===== src/rtl/aabb_pkg.sv =====
// ============================================================================
// aabb_pkg: shared types and constants for the box transform
// fixed point formats, pipeline word layouts and operation codes
// ============================================================================
`timescale 1ns / 1ps

package aabb_pkg;

    localparam int COORD_WIDTH = 32;
    localparam int FRAC_BITS   = 16;
    localparam int NUM_AXES    = 3;
    localparam int ROW_W       = 2;

    localparam int PROD_W  = 2 * COORD_WIDTH;
    localparam int TRANS_W = COORD_WIDTH + FRAC_BITS;
    // headroom for three products plus the shifted translation
    localparam int SUM_W   = ((PROD_W > TRANS_W) ? PROD_W : TRANS_W) + 3;

    localparam logic OP_LOAD = 1'b0;
    localparam logic OP_BOX  = 1'b1;

    localparam logic [ROW_W-1:0] ROW_NONE = ROW_W'(NUM_AXES);

    typedef logic signed [COORD_WIDTH-1:0] coord_t;
    typedef logic signed [PROD_W-1:0]      prod_t;
    typedef logic signed [SUM_W-1:0]       sum_t;

    localparam coord_t COEF_ONE  = coord_t'(64'd1 << FRAC_BITS);
    localparam coord_t COORD_MAX = {1'b0, {(COORD_WIDTH-1){1'b1}}};
    localparam coord_t COORD_MIN = {1'b1, {(COORD_WIDTH-1){1'b0}}};

    // one matrix row: x, y, z weights and translation
    typedef struct packed {
        coord_t                tr;
        coord_t [NUM_AXES-1:0] w;
    } row_t;

    typedef struct packed {
        coord_t [NUM_AXES-1:0] hi;
        coord_t [NUM_AXES-1:0] lo;
    } box_t;

    typedef struct packed {
        prod_t p;
        prod_t q;
    } pair_t;

    // products of every weight with both box corners
    typedef struct packed {
        pair_t  [NUM_AXES-1:0][NUM_AXES-1:0] pq;
        coord_t [NUM_AXES-1:0]               tr;
    } prod_word_t;

    typedef struct packed {
        prod_t  [NUM_AXES-1:0][NUM_AXES-1:0] lo_term;
        prod_t  [NUM_AXES-1:0][NUM_AXES-1:0] hi_term;
        coord_t [NUM_AXES-1:0]               tr;
    } sort_word_t;

    typedef struct packed {
        sum_t [NUM_AXES-1:0] mn;
        sum_t [NUM_AXES-1:0] mx;
    } sum_word_t;

    typedef struct packed {
        coord_t [NUM_AXES-1:0] mn;
        coord_t [NUM_AXES-1:0] mx;
        logic                  sat;
    } result_t;

endpackage


===== src/rtl/aabb_finish.sv =====
// ============================================================================
// aabb_finish: output stage
// floor shift to the coordinate format, clamp, result register
// ============================================================================
`timescale 1ns / 1ps

module aabb_finish (
    input  logic                 aclk,
    input  logic                 aresetn,
    input  logic                 in_valid,
    output logic                 in_ready,
    input  aabb_pkg::sum_word_t  in_word,
    output logic                 out_valid,
    input  logic                 out_ready,
    output aabb_pkg::result_t    out_word
);

    aabb_pkg::result_t res_next;
    aabb_pkg::result_t res_reg;
    logic              valid_reg;

    // returns {clamped, value}
    function automatic logic [aabb_pkg::COORD_WIDTH:0] clamp(input aabb_pkg::sum_t v);
        aabb_pkg::sum_t                                   sh;
        logic [aabb_pkg::SUM_W-aabb_pkg::COORD_WIDTH:0]   upper;
        sh    = v >>> aabb_pkg::FRAC_BITS;
        upper = sh[aabb_pkg::SUM_W-1:aabb_pkg::COORD_WIDTH-1];
        if ((&upper) || !(|upper)) begin
            clamp = {1'b0, sh[aabb_pkg::COORD_WIDTH-1:0]};
        end else if (sh[aabb_pkg::SUM_W-1]) begin
            clamp = {1'b1, aabb_pkg::COORD_MIN};
        end else begin
            clamp = {1'b1, aabb_pkg::COORD_MAX};
        end
    endfunction

    always_comb begin
        logic [aabb_pkg::COORD_WIDTH:0] c_mn;
        logic [aabb_pkg::COORD_WIDTH:0] c_mx;
        res_next.sat = 1'b0;
        for (int i = 0; i < aabb_pkg::NUM_AXES; i++) begin
            c_mn = clamp(in_word.mn[i]);
            c_mx = clamp(in_word.mx[i]);
            res_next.mn[i] = c_mn[aabb_pkg::COORD_WIDTH-1:0];
            res_next.mx[i] = c_mx[aabb_pkg::COORD_WIDTH-1:0];
            res_next.sat   = res_next.sat | c_mn[aabb_pkg::COORD_WIDTH]
                                          | c_mx[aabb_pkg::COORD_WIDTH];
        end
    end

    assign in_ready = !valid_reg || out_ready;

    always_ff @(posedge aclk) begin
        if (!aresetn) begin
            valid_reg <= 1'b0;
        end else if (in_ready) begin
            valid_reg <= in_valid;
        end
    end

    always_ff @(posedge aclk) begin
        if (in_ready && in_valid) begin
            res_reg <= res_next;
        end
    end

    assign out_valid = valid_reg;
    assign out_word  = res_reg;

`ifndef SYNTH
    a_box_ordered: assert property (@(posedge aclk) disable iff (!aresetn)
        valid_reg |-> ($signed(res_reg.mn[0]) <= $signed(res_reg.mx[0]))
                   && ($signed(res_reg.mn[1]) <= $signed(res_reg.mx[1]))
                   && ($signed(res_reg.mn[2]) <= $signed(res_reg.mx[2])))
        else $error("result box min above max");

    a_sat_at_limit: assert property (@(posedge aclk) disable iff (!aresetn)
        (valid_reg && res_reg.sat) |->
            (res_reg.mn[0] == aabb_pkg::COORD_MIN) || (res_reg.mn[0] == aabb_pkg::COORD_MAX)
         || (res_reg.mn[1] == aabb_pkg::COORD_MIN) || (res_reg.mn[1] == aabb_pkg::COORD_MAX)
         || (res_reg.mn[2] == aabb_pkg::COORD_MIN) || (res_reg.mn[2] == aabb_pkg::COORD_MAX)
         || (res_reg.mx[0] == aabb_pkg::COORD_MIN) || (res_reg.mx[0] == aabb_pkg::COORD_MAX)
         || (res_reg.mx[1] == aabb_pkg::COORD_MIN) || (res_reg.mx[1] == aabb_pkg::COORD_MAX)
         || (res_reg.mx[2] == aabb_pkg::COORD_MIN) || (res_reg.mx[2] == aabb_pkg::COORD_MAX))
        else $error("saturation flag without a clamped coordinate");
`endif

endmodule


===== config.mk =====
export PLATFORM = sky130hd
export DESIGN_NAME = aabb_finish
export DESIGN_NICKNAME = d
export VERILOG_FILES = /design/src/rtl/aabb_pkg.sv /design/src/rtl/aabb_finish.sv
export SDC_FILE = /design/constraint.sdc
export NUM_CORES = 1
export LEC_CHECK = 0
export BUFFER_PORTS_ARGS = -buffer_cell sky130_fd_sc_hd__buf_2
export CAP_MARGIN = 20
export CORE_AREA = 5 5 234 236
export DETAILED_ROUTE_END_ITERATION = 10
export DIE_AREA = 0 0 239 241
export GPL_TIMING_DRIVEN = 0
export PLACE_DENSITY_LB_ADDON = 0.08
export SETUP_SLACK_MARGIN = 0.5
export SYNTH_ARGS = -nofsm -noshare
export SYNTH_HDL_FRONTEND = slang
export SYNTH_SLANG_ARGS = --single-unit

===== constraint.sdc =====
create_clock -name aclk -period 7.6 [get_ports aclk]
set_clock_uncertainty 0.2 [all_clocks]
set_input_delay 0.38 -clock aclk [delete_from_list [all_inputs] [get_ports aclk]]
set_output_delay 0.38 -clock aclk [all_outputs]
set_load 0.005 [all_outputs]

==> metrics.md <==
| Metric | Value |
|---|---|
| Vias per cell | 3.69 |
| First-pass GRT wire length | 49400 um |
| TritonCTS buffer count | 17 |
| Mapped Avg Cell Area | 12.1 um^2 |
| Max transition margin | 37.0% |
| Cell Rows | 84 |
| Period Utilization, post-route | 35.2% |
| Core ar. | 52200 um^2 |
| Hold depth | 3 |
| Critical path's slowest cell | a2bb2oi_1 |
| Max Cap Viol | 0 |
| Worst skew pair latency | 0.48 ns |
| Seq/Total Area, Yosys | 70.9% |
| Drt wl/cell | 17.3 um |
| Synth cell types | 22 |
| Synth Cell Area | 8210 um^2 |
| Layout cells sized above 1 | 41.4% |
| CP cell instances | dlygate4sd3_1, buf_2, nand4_1, nor3_1, a2bb2oi_1, nand2b_1, clkbuf_1, o21ai_0 |
| PnR Total Power | 2600 uW |
| Post-synth EDFFs | 193 |
| Clock Sinks | 194 |
| Final hold violations | 0 |
| RSZ-0062 raised after global routing | no |
| Minimum clock period | 2.67 ns |
| DRT antenna net count | 0 |
| Slowest stage delay, CP | 0.75 ns |
| GRT Resource Usage Total | 11.6% |
| CTS tree | built |
| Main synth FF type | edfxtp_1 |
| Synthesized flop and latch total | 194 |
| DRC | 0 |
| CP arrival | 2.72 ns |
| Nets@finish | 1717 |
| Post-cts resize count | 0 |
| Class of the worst hold path | in -> reg |
| Post-CTS Setup Bufs | 0 |
| Final Setup Violations | 0 |
| Remaining Overflow, GRT | 0 |
| GPL Wtd Cong | 0.767 |
| Hold buffers post-CTS | 105 |
| Reg clk slew, reported paths | 0.08 ns |
| Post-placement cell area | 11700 um^2 |
| HPWL after DPL | 27500 um |
| Final instance area | 13400 um^2 |
| Vias | 7442 |
| Die width | 239 um |
| Number of global-route vias before repair | 7918 |
| Drt pass-1 iters | 7 |
| Port Buffer Count | 504 |
| Routed WL | 35000 um |
| Post-synthesis instance total | 680 |
| Die Y-Extent | 241 um |
| DP Worst Slack | 4.74 ns |
| Power per cell area | 195 nW/um^2 |
| Syn Nets | 1086 |
| Final setup margin | 4.93 ns |
| Largest net degree at the start of global routing | 59 |
| CP endpoint kind | flop |
| CP Class | in -> reg |
| Layout area overhead | 62.9% |
| Clk root buf | clkbuf_16 |
| Crit start category | input pin |
| Maximum clock rate | 374 MHz |
| Fillers | 5682 |
| Initial DRC count | 263 |
| Clk buf depth | 2 |
| Lkg Pwr | 0.00603 uW |
| Outcome | complete, no violations |
| Die Area | 57600 um^2 |
| Critical Path RT | 7.65 ns |
| Peak supply drop | 136 uV |
| Worst-Margin Slew | 0.941 ns |
| YS warnings | 0 |
| Fin Setup TNS | 0 ns |
| Initial antenna violation count | 7 |
| Max-slew violations | 0 |
| Post-synth ARST share | 0% |
| Initial core utilization | 15.7% |
| Crit Path Max Fanout | 10 |
| H-tree levels | 4 |
| Io pins | 601 |
| FF-to-FF path depth | 4 |
## cells in the mapped netlist (5+ instances only)
master	number	area, um^2
nand2b_1	5	31.3
nor2_1	8	30.0
o21ai_1	14	70.1
a2bb2oi_1	5	43.8
a21o_1	31	233
inv_1	157	589
edfxtp_1	193	5800
nand3_1	6	30.0
nand4_1	31	194
nor4_1	29	181
o21ai_0	141	706
nand2_1	5	18.8
clkbuf_1	36	135
nor3_1	7	35.0
## cells in the final DEF, fill, tap and decap left out, types with 6 or more instances in the layout
master / instances
buf_2: 507
dlygate4sd3_1: 105
o21ai_1: 14
nor3_1: 7
nand3_1: 6
a21o_1: 31
diode_2: 6
o21ai_0: 141
nand4_1: 31
nor2_1: 8
inv_1: 157
edfxtp_1: 193
clkbuf_1: 36
nor4_1: 29
clkbuf_16: 17
## where the power goes
part           internal [uW]  switching, uW
sequential              1250           14.2
clock                    556            460
combinational            160            160
## registers in the layout, indices dropped and copies added (netlist names)
signal	flops
out_word	193
out_valid	1
## metrics by stage
step | hold WS, ns | utilization [%] | instances
CTS | 0.0000566 | 25.6 | 2012
global route | 0.0283 | 25.6 | 2015
detailed placement | 0.333 | 22.4 | 1875
finish | 0.0594 | 25.6 | 2018
global placement | 0.325 | 22.2 | 1872
floorplan | 0.319 | - | 680
## cells by family after synthesis
family                 Yosys count  share of synthesized area (%)
buffers and inverters          199                           9.42
flip-flops                     194                           70.9
AO/OA/AOI/OAI                  193                           13.0
AND/OR/NAND/NOR                 94                           6.68
## per-layer routing
layer	up-vias	track usage, %	routed length (um)
met2	294	18.9	16500
met5	-	0	27
met3	46	5.44	3540
met1	3429	13.1	13800
li1	3669	-	-
met4	4	5.27	1090
## worst max-delay path, delay by kind of cell
family                 cells  cell delay (ns)
buffers and inverters      3             0.96
AO/OA/AOI/OAI              2             0.97
AND/OR/NAND/NOR            3             0.42
## worst paths after layout
check | startpoint | endpoint | slack [ns]
worst min register to register | out_valid$_SDFFE_PN0N_ | out_word[71]$_DFFE_PP_ | 0.79
worst min-delay path | in_word[95] | out_word[45]$_DFFE_PP_ | 0.06
worst max register to register | out_valid$_SDFFE_PN0N_ | out_word[32]$_DFFE_PP_ | 5.39
worst max-delay path | in_word[133] | out_word[36]$_DFFE_PP_ | 4.93
## cell type report
class	count	area, um^2	share of cell area, %
diodes	6	15.0	0.112
clock buffers	17	425	3.18
flip-flops and latches	194	5820	43.5
well taps	688	861	6.44
repair buffers	612	3660	27.3
multi-input cells	287	1620	12.1
clock inverters	15	201	1.51
plain buffers	42	184	1.38
inverters	157	589	4.41
No activity file was read; power rests on OpenSTA's default activity.
